$ cat src/rtl/core/tle_pkg.sv
// Shared constants and types of the terminal line editor.
package tle_pkg;

	// Size of the line store as seen by the editing logic
	localparam int STORE_SIZE = 32;
	localparam int LIMIT_W    = 6;
	localparam int FILL_W     = 5;

	localparam logic [LIMIT_W-1:0] LIMIT_RESET = 6'd32;

	// Character codes
	localparam logic [7:0] CH_ESC = 8'h1B;
	localparam logic [7:0] CH_DEL = 8'h7F;
	localparam logic [7:0] CH_BS  = 8'h08;
	localparam logic [7:0] CH_BEL = 8'h07;
	localparam logic [7:0] CH_CR  = 8'h0D;
	localparam logic [7:0] CH_LF  = 8'h0A;
	localparam logic [7:0] CH_SP  = 8'h20;
	localparam logic [7:0] CH_NUL = 8'h00;

	// Result kinds
	localparam logic [1:0] KIND_ECHO = 2'd0;
	localparam logic [1:0] KIND_CHAR = 2'd1;
	localparam logic [1:0] KIND_DONE = 2'd2;

	// Sequencer states
	typedef enum logic [1:0] {
		S_IDLE,
		S_EMIT,
		S_LINE,
		S_DONE
	} state_t;

	// Echo sequences
	typedef enum logic [1:0] {
		SEQ_NL,
		SEQ_RUB,
		SEQ_ONE
	} seq_t;

endpackage

$ cat src/rtl/core/tle_if.sv
// Handshake channels for raw bytes and editor results.
interface tle_rx_if;
	logic       valid;
	logic       ready;
	logic [7:0] raw_byte;

	modport source (output valid, output raw_byte, input ready);
	modport sink (input valid, input raw_byte, output ready);
endinterface

interface tle_tx_if;
	logic       valid;
	logic       ready;
	logic [7:0] out_byte;
	logic [1:0] kind;
	logic [4:0] line_length;
	logic       last;

	modport source (output valid, output out_byte, output kind, output line_length,
		output last, input ready);
	modport sink (input valid, input out_byte, input kind, input line_length,
		input last, output ready);
endinterface

$ cat src/rtl/core/tle_ram.sv
// Generic single-write, single-read RAM with registered read data.
module tle_ram #(
	parameter int WIDTH = 8,
	parameter int DEPTH = 32
) (
	input  logic                     clk,
	input  logic                     we,
	input  logic [$clog2(DEPTH)-1:0] waddr,
	input  logic [WIDTH-1:0]         wdata,
	input  logic                     re,
	input  logic [$clog2(DEPTH)-1:0] raddr,
	output logic [WIDTH-1:0]         rdata
);

	logic [WIDTH-1:0] mem_q [DEPTH];

	// Write port
	always_ff @(posedge clk) begin
		if (we) begin
			mem_q[waddr] <= wdata;
		end
	end

	// Registered read port; hold data while not reading
	always_ff @(posedge clk) begin
		if (re) begin
			rdata <= mem_q[raddr];
		end
	end

endmodule

$ cat src/rtl/core/tle_seq.sv
// Line-editing sequencer: decode, shared step counter, line store and result register.
module tle_seq import tle_pkg::*; #(
	parameter int LINE_DEPTH = STORE_SIZE
) (
	input  logic               clk,
	input  logic               arst_n,
	input  logic [LIMIT_W-1:0] eff_limit,
	tle_rx_if.sink             rx,
	tle_tx_if.source           tx
);

	localparam int STORE_DEPTH = (LINE_DEPTH < STORE_SIZE) ? LINE_DEPTH : STORE_SIZE;
	localparam int AW          = $clog2(STORE_DEPTH);

	state_t state_q, state_d;
	seq_t   seq_q;

	logic [7:0]        byte_q;
	logic [FILL_W-1:0] idx_q;
	logic [FILL_W-1:0] cnt_q;
	logic [FILL_W-1:0] fill_q;
	logic              cr_q;

	logic              tx_valid_q;
	logic [7:0]        tx_byte_q;
	logic [1:0]        tx_kind_q;
	logic [FILL_W-1:0] tx_len_q;
	logic              tx_last_q;

	logic              acc, is_cr, is_lf, is_rub, newline, drop, room, store;
	logic              emit_ok, emit, step_end;
	logic [FILL_W-1:0] bound, idx_inc;
	logic [7:0]        e_byte;
	logic [1:0]        e_kind;
	logic [FILL_W-1:0] e_len;
	logic              e_last;

	logic              ram_we, ram_re;
	logic [AW-1:0]     ram_waddr, ram_raddr;
	logic [7:0]        ram_rdata;

	// Decode the incoming byte
	assign acc     = rx.valid && rx.ready;
	assign is_cr   = (rx.raw_byte == CH_CR);
	assign is_lf   = (rx.raw_byte == CH_LF);
	assign is_rub  = (rx.raw_byte == CH_BS) || (rx.raw_byte == CH_DEL);
	assign newline = is_cr || (is_lf && !cr_q);
	assign drop    = (is_lf && cr_q) || (!is_cr && !is_lf && rx.raw_byte == CH_ESC);
	assign room    = ({1'b0, fill_q} + 6'd1) < eff_limit;
	assign store   = !newline && !drop && !is_rub;

	assign rx.ready = (state_q == S_IDLE);

	// Shared step counter: one increment and one compare against the current bound
	always_comb begin
		bound = cnt_q;
		if (state_q == S_EMIT) begin
			case (seq_q)
				SEQ_NL:  bound = 5'd2;
				SEQ_RUB: bound = 5'd3;
				default: bound = 5'd1;
			endcase
		end
	end

	assign idx_inc  = idx_q + 5'd1;
	assign step_end = (idx_inc == bound);
	assign emit_ok  = !tx_valid_q || tx.ready;
	assign emit     = (state_q != S_IDLE) && emit_ok;

	// Next state
	always_comb begin
		state_d = state_q;
		unique case (state_q)
			S_IDLE: begin
				if (acc && !drop) begin
					state_d = S_EMIT;
				end
			end
			S_EMIT: begin
				if (emit_ok && step_end) begin
					if (seq_q == SEQ_NL) begin
						state_d = (cnt_q != '0) ? S_LINE : S_DONE;
					end else begin
						state_d = S_IDLE;
					end
				end
			end
			S_LINE: begin
				if (emit_ok && step_end) begin
					state_d = S_DONE;
				end
			end
			S_DONE: begin
				if (emit_ok) begin
					state_d = S_IDLE;
				end
			end
			default: state_d = S_IDLE;
		endcase
	end

	// Result selection
	always_comb begin
		e_byte = CH_NUL;
		e_kind = KIND_ECHO;
		e_len  = '0;
		e_last = 1'b0;
		unique case (state_q)
			S_EMIT: begin
				case (seq_q)
					SEQ_NL:  e_byte = (idx_q == '0) ? CH_CR : CH_LF;
					SEQ_RUB: e_byte = (idx_q == 5'd1) ? CH_SP : CH_BS;
					default: e_byte = byte_q;
				endcase
				e_last = step_end && (seq_q != SEQ_NL);
			end
			S_LINE: begin
				e_byte = ram_rdata;
				e_kind = KIND_CHAR;
			end
			S_DONE: begin
				e_kind = KIND_DONE;
				e_len  = cnt_q;
				e_last = 1'b1;
			end
			default: e_byte = CH_NUL;
		endcase
	end

	// Line store access: write on a stored character, prefetch during line output
	assign ram_we    = acc && store && room;
	assign ram_waddr = fill_q[AW-1:0];
	assign ram_re    = emit && ((state_q == S_EMIT && seq_q == SEQ_NL && step_end)
		|| state_q == S_LINE);
	assign ram_raddr = (state_q == S_LINE) ? idx_inc[AW-1:0] : '0;

	tle_ram #(
		.WIDTH (8),
		.DEPTH (STORE_DEPTH)
	) u_store (
		.clk   (clk),
		.we    (ram_we),
		.waddr (ram_waddr),
		.wdata (rx.raw_byte),
		.re    (ram_re),
		.raddr (ram_raddr),
		.rdata (ram_rdata)
	);

	// Control state
	always_ff @(posedge clk or negedge arst_n) begin
		if (!arst_n) begin
			state_q <= S_IDLE;
			idx_q   <= '0;
			fill_q  <= '0;
			cr_q    <= 1'b0;
		end else begin
			state_q <= state_d;
			if (acc) begin
				idx_q <= '0;
				cr_q  <= is_cr;
				if (newline) begin
					fill_q <= '0;
				end else if (is_rub && !drop && fill_q != '0) begin
					fill_q <= fill_q - 5'd1;
				end else if (store && room) begin
					fill_q <= fill_q + 5'd1;
				end
			end else if (emit) begin
				idx_q <= step_end ? '0 : idx_inc;
			end
		end
	end

	// Latch the sequence chosen for the accepted item
	always_ff @(posedge clk) begin
		if (acc) begin
			if (newline) begin
				seq_q <= SEQ_NL;
				cnt_q <= fill_q;
			end else if (is_rub && fill_q != '0) begin
				seq_q <= SEQ_RUB;
			end else begin
				seq_q <= SEQ_ONE;
			end
			byte_q <= (store && room) ? rx.raw_byte : CH_BEL;
		end
	end

	// Result register
	always_ff @(posedge clk or negedge arst_n) begin
		if (!arst_n) begin
			tx_valid_q <= 1'b0;
		end else if (emit) begin
			tx_valid_q <= 1'b1;
		end else if (tx.ready) begin
			tx_valid_q <= 1'b0;
		end
	end

	always_ff @(posedge clk) begin
		if (emit) begin
			tx_byte_q <= e_byte;
			tx_kind_q <= e_kind;
			tx_len_q  <= e_len;
			tx_last_q <= e_last;
		end
	end

	assign tx.valid       = tx_valid_q;
	assign tx.out_byte    = tx_byte_q;
	assign tx.kind        = tx_kind_q;
	assign tx.line_length = tx_len_q;
	assign tx.last        = tx_last_q;

`ifndef SYNTH
	a_done_is_last: assert property (@(posedge clk) disable iff (!arst_n)
		(tx_valid_q && tx_kind_q == KIND_DONE) |-> tx_last_q)
		else $error("line complete result not marked last");

	a_char_not_last: assert property (@(posedge clk) disable iff (!arst_n)
		(tx_valid_q && tx_kind_q == KIND_CHAR) |-> !tx_last_q)
		else $error("line character marked last");

	a_line_nonempty: assert property (@(posedge clk) disable iff (!arst_n)
		(state_q == S_LINE) |-> (cnt_q != '0))
		else $error("line output entered with empty line");

	a_fill_in_store: assert property (@(posedge clk) disable iff (!arst_n)
		ram_we |-> ({1'b0, fill_q} < 6'(STORE_DEPTH)))
		else $error("line store write beyond depth");

	a_no_accept_busy: assert property (@(posedge clk) disable iff (!arst_n)
		(state_q != S_IDLE) |-> !rx.ready)
		else $error("item accepted while sequencer busy");
`endif

endmodule

$ cat src/rtl/core/terminal_line_editor.sv
// Terminal line editor top level: limit register and line-editing sequencer.
// Throughput: one result per cycle from the sequencer's step counter while results are
// taken. A plain byte echoes once (BEL when not stored); backspace on a non-empty line
// gives BS, space, BS; newline gives CR, LF, the stored characters and a done result.
// The next item is accepted once the final result of the previous one is registered.
// Reset (arst_n, asynchronous, active low): empty line, no pending CR, limit 32.
module terminal_line_editor import tle_pkg::*; #(
	parameter int LINE_DEPTH = STORE_SIZE
) (
	input  logic               clk,
	input  logic               arst_n,
	input  logic               cfg_we,
	input  logic [LIMIT_W-1:0] cfg_wdata,
	tle_rx_if.sink             rx,
	tle_tx_if.source           tx
);

	localparam int STORE_DEPTH = (LINE_DEPTH < STORE_SIZE) ? LINE_DEPTH : STORE_SIZE;

	logic [LIMIT_W-1:0] limit_q;
	logic [LIMIT_W-1:0] eff_limit;

	// Line limit register
	always_ff @(posedge clk or negedge arst_n) begin
		if (!arst_n) begin
			limit_q <= LIMIT_RESET;
		end else if (cfg_we) begin
			limit_q <= cfg_wdata;
		end
	end

	// Clamp the limit to the store depth
	assign eff_limit = (limit_q > LIMIT_W'(STORE_DEPTH)) ? LIMIT_W'(STORE_DEPTH) : limit_q;

	tle_seq #(
		.LINE_DEPTH (LINE_DEPTH)
	) u_seq (
		.clk       (clk),
		.arst_n    (arst_n),
		.eff_limit (eff_limit),
		.rx        (rx),
		.tx        (tx)
	);

endmodule
$ cat src/flat_wrapper.sv
// flat-port wrapper written by rule: the top's interface ports become plain ports
module terminal_line_editor_flat import tle_pkg::*;
#(
	parameter int LINE_DEPTH = STORE_SIZE
)
  (clk, arst_n, cfg_we, cfg_wdata, rx_valid, rx_raw_byte, rx_ready, tx_valid, tx_out_byte, tx_kind, tx_line_length, tx_last, tx_ready);
  tle_rx_if rx_i ();
  tle_tx_if tx_i ();
  input  logic clk;
  input  logic arst_n;
  input  logic cfg_we;
  input  logic [LIMIT_W-1:0] cfg_wdata;
  input wire logic [$bits(rx_i.valid)-1:0] rx_valid;
  input wire logic [$bits(rx_i.raw_byte)-1:0] rx_raw_byte;
  output wire logic [$bits(rx_i.ready)-1:0] rx_ready;
  output wire logic [$bits(tx_i.valid)-1:0] tx_valid;
  output wire logic [$bits(tx_i.out_byte)-1:0] tx_out_byte;
  output wire logic [$bits(tx_i.kind)-1:0] tx_kind;
  output wire logic [$bits(tx_i.line_length)-1:0] tx_line_length;
  output wire logic [$bits(tx_i.last)-1:0] tx_last;
  input wire logic [$bits(tx_i.ready)-1:0] tx_ready;
  assign rx_i.valid = rx_valid;
  assign rx_i.raw_byte = rx_raw_byte;
  assign rx_ready = rx_i.ready;
  assign tx_valid = tx_i.valid;
  assign tx_out_byte = tx_i.out_byte;
  assign tx_kind = tx_i.kind;
  assign tx_line_length = tx_i.line_length;
  assign tx_last = tx_i.last;
  assign tx_i.ready = tx_ready;
  terminal_line_editor #(.LINE_DEPTH(LINE_DEPTH)) u_core (.clk(clk), .arst_n(arst_n), .cfg_we(cfg_we), .cfg_wdata(cfg_wdata), .rx(rx_i), .tx(tx_i));
endmodule
$ cat config.mk
export PLATFORM = sky130hd
export DESIGN_NAME = terminal_line_editor_flat
export DESIGN_NICKNAME = d
export VERILOG_FILES = /design/src/rtl/core/tle_pkg.sv /design/src/rtl/core/tle_if.sv /design/src/rtl/core/tle_ram.sv /design/src/rtl/core/tle_seq.sv /design/src/rtl/core/terminal_line_editor.sv /design/src/flat_wrapper.sv
export SDC_FILE = /design/constraint.sdc
export NUM_CORES = 1
export LEC_CHECK = 0
export BUFFER_PORTS_ARGS = -buffer_cell sky130_fd_sc_hd__buf_2
export CORE_MARGIN = 8
export CORE_UTILIZATION = 60
export CTS_CLUSTER_DIAMETER = 200
export DETAILED_ROUTE_END_ITERATION = 8
export PLACE_DENSITY = 0.78
export SYNTH_ARGS = -nofsm -noshare
export SYNTH_HDL_FRONTEND = slang
export SYNTH_SLANG_ARGS = --single-unit
export TNS_END_PERCENT = 30
$ cat constraint.sdc
create_clock -name clk -period 8.2 [get_ports clk]
set_input_delay 1.64 -clock clk [delete_from_list [all_inputs] [get_ports clk]]
set_output_delay 1.64 -clock clk [all_outputs]
set_load 0.02 [all_outputs]
==> impl_results.md, run 1 <==
- Pwr Density: 297 mW/mm^2
- Post-synthesis sequential area ratio: 70.6%
- Hold buffers post-CTS: 0
- Clock Tree Root: clkbuf_16
- Final hold violation count: 0
- Critical Path AT: 4.94 ns
- Synth warn: 0
- DRT Pass-1 Iters: 5
- RSZ-0062 raised after global routing: no
- Number of flops mapped to enable cells by yosys: 295
- Syn avg cell area: 15.7 sq um
- Placed Instances: 1,133
- Fmax: 212 MHz
- Tmin final: 4.72 ns
- Die Area: 0.0271 sq mm
- Crit end category: flip-flop
- Most used cell, CP: nand3_1
- Worst skew pair latency: 0.50 ns
- Residual DRC count: 0
- Core Rows: 54
- Wirelength, routed: 29,500 um
- Hpwl dp: 17,700 um
- Drt via density: 6.54
- Synth unique cells: 69
- Buffers on Ports: 36
- Ys async rst share: 6.35%
- Overall Global Routing Usage: 22.1%
- Fin crit share: 57.6%
- CTS Sinks: 315
- CP max stage cell: nor4_1
- Worst slew margin: 31.0%
- First-pass GRT wire length: 45,000 um
- Chip Height: 165 um
- Hold Path Class: flip-flop to flip-flop
- Post-CTS sizing: 0
- Clk_skew: 0.0150 ns
- CP Class: primary input to flip-flop
- Share of layout cells above drive strength 1: 17.7%
- Pleak: 0.00487 uW
- IO Pins: 37
- Area delta synth->final: 11.7%
- Routability-driven placement congestion ratio: 0.869
- CP max FO: 39
- Initial antenna violation count: 0
- Final worst slack: 3.48 ns
- Core area: 0.0218 sq mm
- Max incr delay on CP: 0.82 ns
- CTS tree: yes
- Post-DRT Antenna Nets: 0
- DRT iter0 DRCs: 850
- Num CTS Buffers: 34
- Setup WS pre-CTS: 3.04 ns
- MaxCap Viol Count: 0
- Vias in the first global route: 7,753
- Post-Synthesis Cells: 844
- Final cell count without fillers: 1,189
- Slew Viols, Final: 0
- Clock Tree Buf Depth: 3
- Ant diodes: 0
- Worst-path clk slew: 0.06 ns
- Yosys reg bits: 315
- Remaining global-route overflow: 0
- Chip width: 165 um
- Synthesized area: 0.0132 sq mm
- Starting Density: 60.9%
- Post-CTS Setup Bufs: 0
- Vias: 7,776
- Nets: 929
- # H-tree levels: 2
- CP Cell Sequence: buf_2, nor3b_1, o2111ai_1, nand3_1, nor4_2, nand3_1, nor4_1, buf_4
- Worst slew pin tran: 1.03 ns
- Largest net degree at the start of global routing: 62
- Routed len/inst: 24.8 um
- Worst setup SP type: primary input
- CP required: 8.42 ns
- Status: finished clean
- Main synth FF type: edfxtp_1
- Peak supply drop: 0.238 mV
- Synthesized net count: 884
- Final TNS setup: 0 ns
- Final setup viols: 0
==> cells in the mapped netlist (2+ instances only) <==
master     count  share of area (%)
a21boi_0       7               0.40
a31oi_1       14               0.66
clkinv_1       3              0.085
nor4_1        10               0.47
mux2_2        18                1.5
nand2_1       63                1.8
nand4_1        3               0.14
a21o_1         3               0.17
mux2i_1        6               0.45
o21ai_0       33                1.2
o32ai_1        5               0.33
nor3b_1        5               0.28
o221ai_1      35                2.3
nor3_1        16               0.60
clkbuf_1      28               0.79
buf_1          5               0.14
nand2b_1       9               0.42
o21a_1         7               0.40
inv_1         11               0.31
dfrtp_1       19                3.6
a221oi_1       3               0.20
a211oi_1      15               0.85
a21oi_1       12               0.45
o2bb2ai_1      4               0.26
and2_1        14               0.66
buf_2         12               0.45
edfxtp_1     295                 67
a21oi_2        2               0.13
or4_1          2               0.11
nor2_1        27               0.76
a22oi_1        4               0.23
xor2_1         4               0.26
ha_1          20                1.9
a311oi_1       8               0.53
xnor2_1        6               0.40
mux4_2        28                4.8
nand3_1       22               0.83
o41ai_1        4               0.26
nor2b_1       32                1.5
==> metrics by stage <==
stage          cell area [sq um]  power, uW  util (%)  hold WS, ns
4_1_cts                    14800       4410      68.0        0.512
3_3_place_gp               13800       2950      63.2        0.493
5_1_grt                    14800       4560      68.0        0.536
3_5_place_dp               13800       2970      63.2        0.499
6_report                   14800       4400      68.0        0.514
2_1_floorplan              13200       2640         -        0.423
==> placed cells by master (no fill, tap or decap), types with 6 or more instances in the layout <==
cell type and instances:
nand3_1 22, nor2_1 27, mux2i_1 6, inv_1 11, xnor2_1 6, nand2_1 63
clkbuf_16 35, a21oi_1 12, a211oi_1 15, mux2_2 18, nor2b_1 31, a31oi_1 14
mux4_2 28, nand2b_1 8, ha_1 20, a21boi_0 7, buf_2 36, buf_4 20
a311oi_1 8, clkinv_1 9, nor4_1 10, o21ai_0 33, and2_1 14, nor3_1 16
edfxtp_1 295, o21a_1 7, dfrtp_1 19, o221ai_1 35
==> where the power goes <==
group          switching [uW]  internal [uW]
Combinational             687            356
Clock                     580            872
Sequential               42.4           1860
Total                    1310           3090
==> worst paths after layout <==
kind                                                    start  depth (start not counted)                                    endpoint  slack, ns
min in group asynchronous                              arst_n                          1               u_core.limit_q[0]$_DFFE_PN0P_       1.10
hold reg to reg                 u_core.limit_q[4]$_DFFE_PN0P_                          1               u_core.limit_q[4]$_DFFE_PN0P_       0.51
max in group asynchronous                              arst_n                          1               u_core.limit_q[5]$_DFFE_PN1P_       6.75
setup / recovery                               rx_raw_byte[4]                          8  u_core.u_seq.u_store.mem_q[0][1]$_DFFE_PP_       3.48
setup reg to reg           u_core.u_seq.fill_q[4]$_DFFE_PN0P_                          9  u_core.u_seq.u_store.mem_q[0][1]$_DFFE_PP_       3.60
hold / removal                  u_core.limit_q[4]$_DFFE_PN0P_                          1               u_core.limit_q[4]$_DFFE_PN0P_       0.51
==> cells by family after synthesis <==
group           share of synthesized area (%)
simple gates                             8.18
flops                                    70.6
compound gates                           9.53
mux                                      6.74
fa+ha+maj                                2.04
buf+inv                                  1.95
xor+xnor                                0.907
==> per-layer routing <==
metal,GRT usage (%),wire length (um),up-vias,share of wire [%]
li1,-,-,3445,-
met1,29.3,11500,3823,39
met2,35.6,14500,424,49
met3,4.29,2510,84,8.5
met4,8.89,1010,0,3.4
met5,0,0,-,0
==> layout make-up <==
cell class,count,area [sq um]
fillers,1412,6950
repair buffers,56,330
flip-flops and latches,315,9360
clock buffers,40,895
inverters,15,56.3
well taps,280,350
clock inverters,16,159
multi-input cells,467,3650
==> critical path, delay by kind of cell <==
family,cells,cell delay [ns]
buf+inv,2,0.94
simple gates,5,2.02
compound gates,1,0.32
==> sequential cells by signal, indices dropped and copies added, names as in the netlist, named ones only <==
name and flops:
u_core.u_seq.u_store.mem_q 256, u_core.u_seq.byte_q 8, u_core.u_seq.tx.out_byte 8, u_core.u_seq.u_store.rdata 8
u_core.limit_q 6, u_core.u_seq.cnt_q 5, u_core.u_seq.fill_q 5, u_core.u_seq.idx_q 5
u_core.u_seq.tx.line_length 5, u_core.u_seq.seq_q 2, u_core.u_seq.tx.kind 2, u_core.u_seq.cr_q 1
u_core.u_seq.state_q 1, u_core.u_seq.tx.last 1, u_core.u_seq.tx.valid 1
No activity file was read; power rests on OpenSTA's default activity.
==> inputs of run 2 (changes only) <==
--- a/config.mk
+++ b/config.mk
@@ -5,12 +5,13 @@
 export SDC_FILE = /design/constraint.sdc
 export NUM_CORES = 1
 export LEC_CHECK = 0
+export ABC_AREA = 1
 export BUFFER_PORTS_ARGS = -buffer_cell sky130_fd_sc_hd__buf_2
 export CORE_MARGIN = 8
-export CORE_UTILIZATION = 60
+export CORE_UTILIZATION = 56
 export CTS_CLUSTER_DIAMETER = 200
 export DETAILED_ROUTE_END_ITERATION = 8
-export PLACE_DENSITY = 0.78
+export PLACE_DENSITY = 0.77
 export SYNTH_ARGS = -nofsm -noshare
 export SYNTH_HDL_FRONTEND = slang
 export SYNTH_SLANG_ARGS = --single-unit
==> constraint.sdc (replaced) <==
create_clock -name clk -period 4 [get_ports clk]
set_input_delay 0.8 -clock clk [delete_from_list [all_inputs] [get_ports clk]]
set_output_delay 0.8 -clock clk [all_outputs]
set_load 0.02 [all_outputs]
==> run 2 against run 1 <==
Synthesized cell count is 36% higher; core utilization is 5.0 points lower; routed wire length is 8.7% higher; critical path type is now flip-flop to flip-flop; critical endpoint is now u_core.u_seq.u_store.mem_q[24][5]$_DFFE_PP_.
==> impl_results.md, run 2 <==
- Status: finished clean
- Max reg flops: 256 (unchanged)
- Routed len/inst: 21.0 um (-16%)
- Tmin final: 3.24 ns
- Gr busiest metal: met2
- Routability-driven placement congestion ratio: 0.901 (+3.6%)
- CP max stage cell: nor2_1
- Worst skew pair latency: 0.56 ns (+0.06 ns)
- Synth Area in Compound Gates: 9.44% (-0.090 points)
- CP Cell Sequence: nand3_1, nor3_1, ha_1, a21oi_1, o21ai_0, nor2_1, nand2_1, nor2_4, nand2_4, nor2_8, nand2_4, nor2_1
- Synth area leaders: edfxtp_1 64%, o211ai_1 4.7%, nand2_1 4.1%
- Ant diodes: 0 (unchanged)
- Crit end category: flip-flop
- Residual DRC count: 0 (unchanged)
- Final setup viols: 0 (unchanged)
- Largest family of logic cells by synthesized area: simple AND/OR/NAND/NOR gates
- Starting Density: 56.9% (-4.0 points)
- Post-synthesis adder-cell area fraction: 1.95% (-0.087 points)
- Post-Synth Simple-Gate Area: 16.6% (+8.4 points)
- CP Buf/Inv Count: 0 (-2)
- R2r worst-path depth: 12 (+3)
- Worst slew margin: 52.4% (+21 points)
- Die Area: 0.0300 sq mm (+11%)
- Max incr delay on CP: 0.58 ns (-0.24 ns)
- Clk_skew: 0.0140 ns (-0.00105 ns)
- CP max FO: 10 (-74%)
- Worst slew pin tran: 0.712 ns (-0.315 ns)
- DRT iter0 DRCs: 984 (+16%)
- Most common cell after layout, fill and taps aside: edfxtp_1
- CTS Sinks: 315 (unchanged)
- Pleak: 0.00536 uW (+10%)
- Initial antenna violation count: 0 (unchanged)
- Final TNS setup: 0 ns (unchanged)
- Slew Viols, Final: 0 (unchanged)
- Setup slack, reg-to-reg: 0.76 ns (-2.84 ns)
- Final Core Density: 63.0% (-5.0 points)
- Hold Slack: 0.213 ns (-0.301 ns)
- Crit path max-delay family: simple AND/OR/NAND/NOR gates
- MaxCap Viol Count: 0 (unchanged)
- CTS tree: yes
- M1 GR Usage: 27.7% (-1.6 points)
- Number of flops mapped to enable cells by yosys: 295 (unchanged)
- Chip Height: 173 um (+5.2%)
- RR Startpoint: u_core.u_seq.fill_q[2]$_DFFE_PN0P_
- Met3 Track Usage GR: 4.23% (-0.061 points)
- Ys async rst share: 6.35% (unchanged)
- Commonest cells after routing, fill and taps aside: 295 x edfxtp_1, 149 x nand2_1, 112 x nor2_1, 100 x nand3_1, 86 x o211ai_1
- Final hold violation count: 0 (unchanged)
- Critical Path AT: 3.42 ns (-1.52 ns)
- Largest net degree at the start of global routing: 51 (-18%)
- Hpwl dp: 20,600 um (+16%)
- CP Class: flip-flop to flip-flop
- Wirelength, routed: 32,100 um (+8.7%)
- Vias in the first global route: 9,022 (+16%)
- Num CTS Buffers: 30 (-12%)
- IO Pins: 37 (unchanged)
- Worst-path clk slew: 0.06 ns (about the same)
- Share of layout cells above drive strength 1: 16.4% (-1.3 points)
- Worst R2R End: u_core.u_seq.u_store.mem_q[24][5]$_DFFE_PP_
- Core Rows: 57 (+5.6%)
- Peak supply drop: 0.398 mV (+67%)
- Synth warn: 0 (unchanged)
- Buffers on Ports: 36 (unchanged)
- Pwr Density: 558 mW/mm^2 (+88%)
- Top cells by count, synth: 295 x edfxtp_1, 150 x nand2_1, 112 x nor2_1, 100 x nand3_1, 86 x o211ai_1
- Fin crit share: 81.1%
- Clock Tree Root: clkbuf_16
- Hold Path Class: primary input to asynchronous set/reset pin
- Yosys reg bits: 315 (unchanged)
- Overall Global Routing Usage: 21.1% (-1.0 points)
- Post-Synth XOR/XNOR Area: 0.380% (-0.53 points)
- Area delta synth->final: 10.7%
- Met2 Use GR: 34.5% (-1.1 points)
- Post-CTS sizing: 0 (unchanged)
- Post-Synthesis Cells: 1,148 (+36%)
- Most frequent cell after synthesis: edfxtp_1
- Core area: 0.0243 sq mm (+12%)
- # H-tree levels: 1 (-1)
- Drt via density: 5.93 (-9.3%)
- First-pass GRT wire length: 50,100 um (+11%)
- Clock Tree Buf Depth: 3 (unchanged)
- Post-synthesis mux area share: 0% (-6.7 points)
- Synth top area share: 64.0% (-2.9 points)
- Post-synthesis sequential area ratio: 67.6% (-3.0 points)
- Synth unique cells: 42 (-39%)
- Post-DRT Antenna Nets: 0 (unchanged)
- Main synth FF type: edfxtp_1
- Post-CTS Setup Bufs: 0 (unchanged)
- Vias: 9,080 (+17%)
- Fmax: 308 MHz
- Hold buffers post-CTS: 0 (unchanged)
- DRT Pass-1 Iters: 6 (+1)
- RSZ-0062 raised after global routing: no
- Chip width: 173 um (+5.2%)
- Worst setup SP type: flip-flop
- Post-synth top area cell: edfxtp_1
- Syn avg cell area: 12.1 sq um (-23%)
- Nets: 1,226 (+32%)
- Remaining global-route overflow: 0 (unchanged)
- Synthesized area: 0.0138 sq mm (+4.5%)
- CP required: 4.18 ns (-4.24 ns)
- Synthesized net count: 1,188 (+34%)
- Top reg by flops: u_core.u_seq.u_store.mem_q
==> run 2: cell types whose count changed in the layout (fill, tap and decap cells not counted), moves of 44 or more <==
cell      delta
nand2_1     +86
o211ai_1    +86
nor2_1      +85
nand3_1     +78
or2_2       +65
inv_1       +44
==> run 2: report_power, final <==
part           switching (uW)  internal [uW]
combinational            1150            444
clock                    1170           1750
sequential                143           3890
total                    2460           6080
==> run 2: cell type report <==
type	instances	area, sq um
Sequential cell	315	9360
Fill cell	1839	9000
Multi-Input combinational cell	712	3920
Clock buffer	34	766
Tap cell	324	405
Timing Repair Buffer	60	360
Inverter	67	259
Clock inverter	18	250
==> run 2: through the flow <==
step                      total power, uW  setup WS [ns]  cell area [sq um]  cells
after floorplan                      5180           1.17              13800   1148
after global placement               5630          0.779              14300   1478
after detailed placement             5670          0.732              14300   1478
after CTS                            8560          0.746              15300   1530
after global routing                 8870          0.422              15300   1530
final                                8540          0.758              15300   1530
==> run 2: worst max-delay path by stage <==
stage                                              startpoint                                          end  slack (ns)  cells past startpoint
final                      u_core.u_seq.fill_q[2]$_DFFE_PN0P_  u_core.u_seq.u_store.mem_q[24][5]$_DFFE_PP_        0.76                     12
after global routing       u_core.u_seq.fill_q[2]$_DFFE_PN0P_  u_core.u_seq.u_store.mem_q[24][5]$_DFFE_PP_        0.42                     12
after CTS                  u_core.u_seq.fill_q[2]$_DFFE_PN0P_  u_core.u_seq.u_store.mem_q[24][5]$_DFFE_PP_        0.75                     12
after detailed placement                       rx_raw_byte[3]  u_core.u_seq.u_store.mem_q[24][2]$_DFFE_PP_        0.73                     11
after global placement                         rx_raw_byte[3]   u_core.u_seq.u_store.mem_q[9][0]$_DFFE_PP_        0.78                     11
after floorplan           u_core.u_seq.state_q[0]$_DFFE_PN0P_      u_core.u_seq.u_store.rdata[0]$_DFFE_PP_        1.17                      4
==> run 2: worst reg2reg max path: cells and delay by family, from the launching register on <==
family          cells  cell delay [ns]
compound gates      2             0.20
fa+ha+maj           1             0.27
flops               1             0.55
simple gates        9             1.85
==> run 2: cell families after synthesis <==
| logic type | count (synthesis) |
|---|---|
| compound gates | 206 |
| xor+xnor | 6 |
| fa+ha+maj | 21 |
| buf+inv | 121 |
| flops | 315 |
| simple gates | 479 |
==> run 2: per-layer routing <==
metal,wire length [um],vias to the layer above
li1,-,4208
met1,13000,4344
met2,15000,446
met3,2960,82
met4,1140,0
met5,0,-
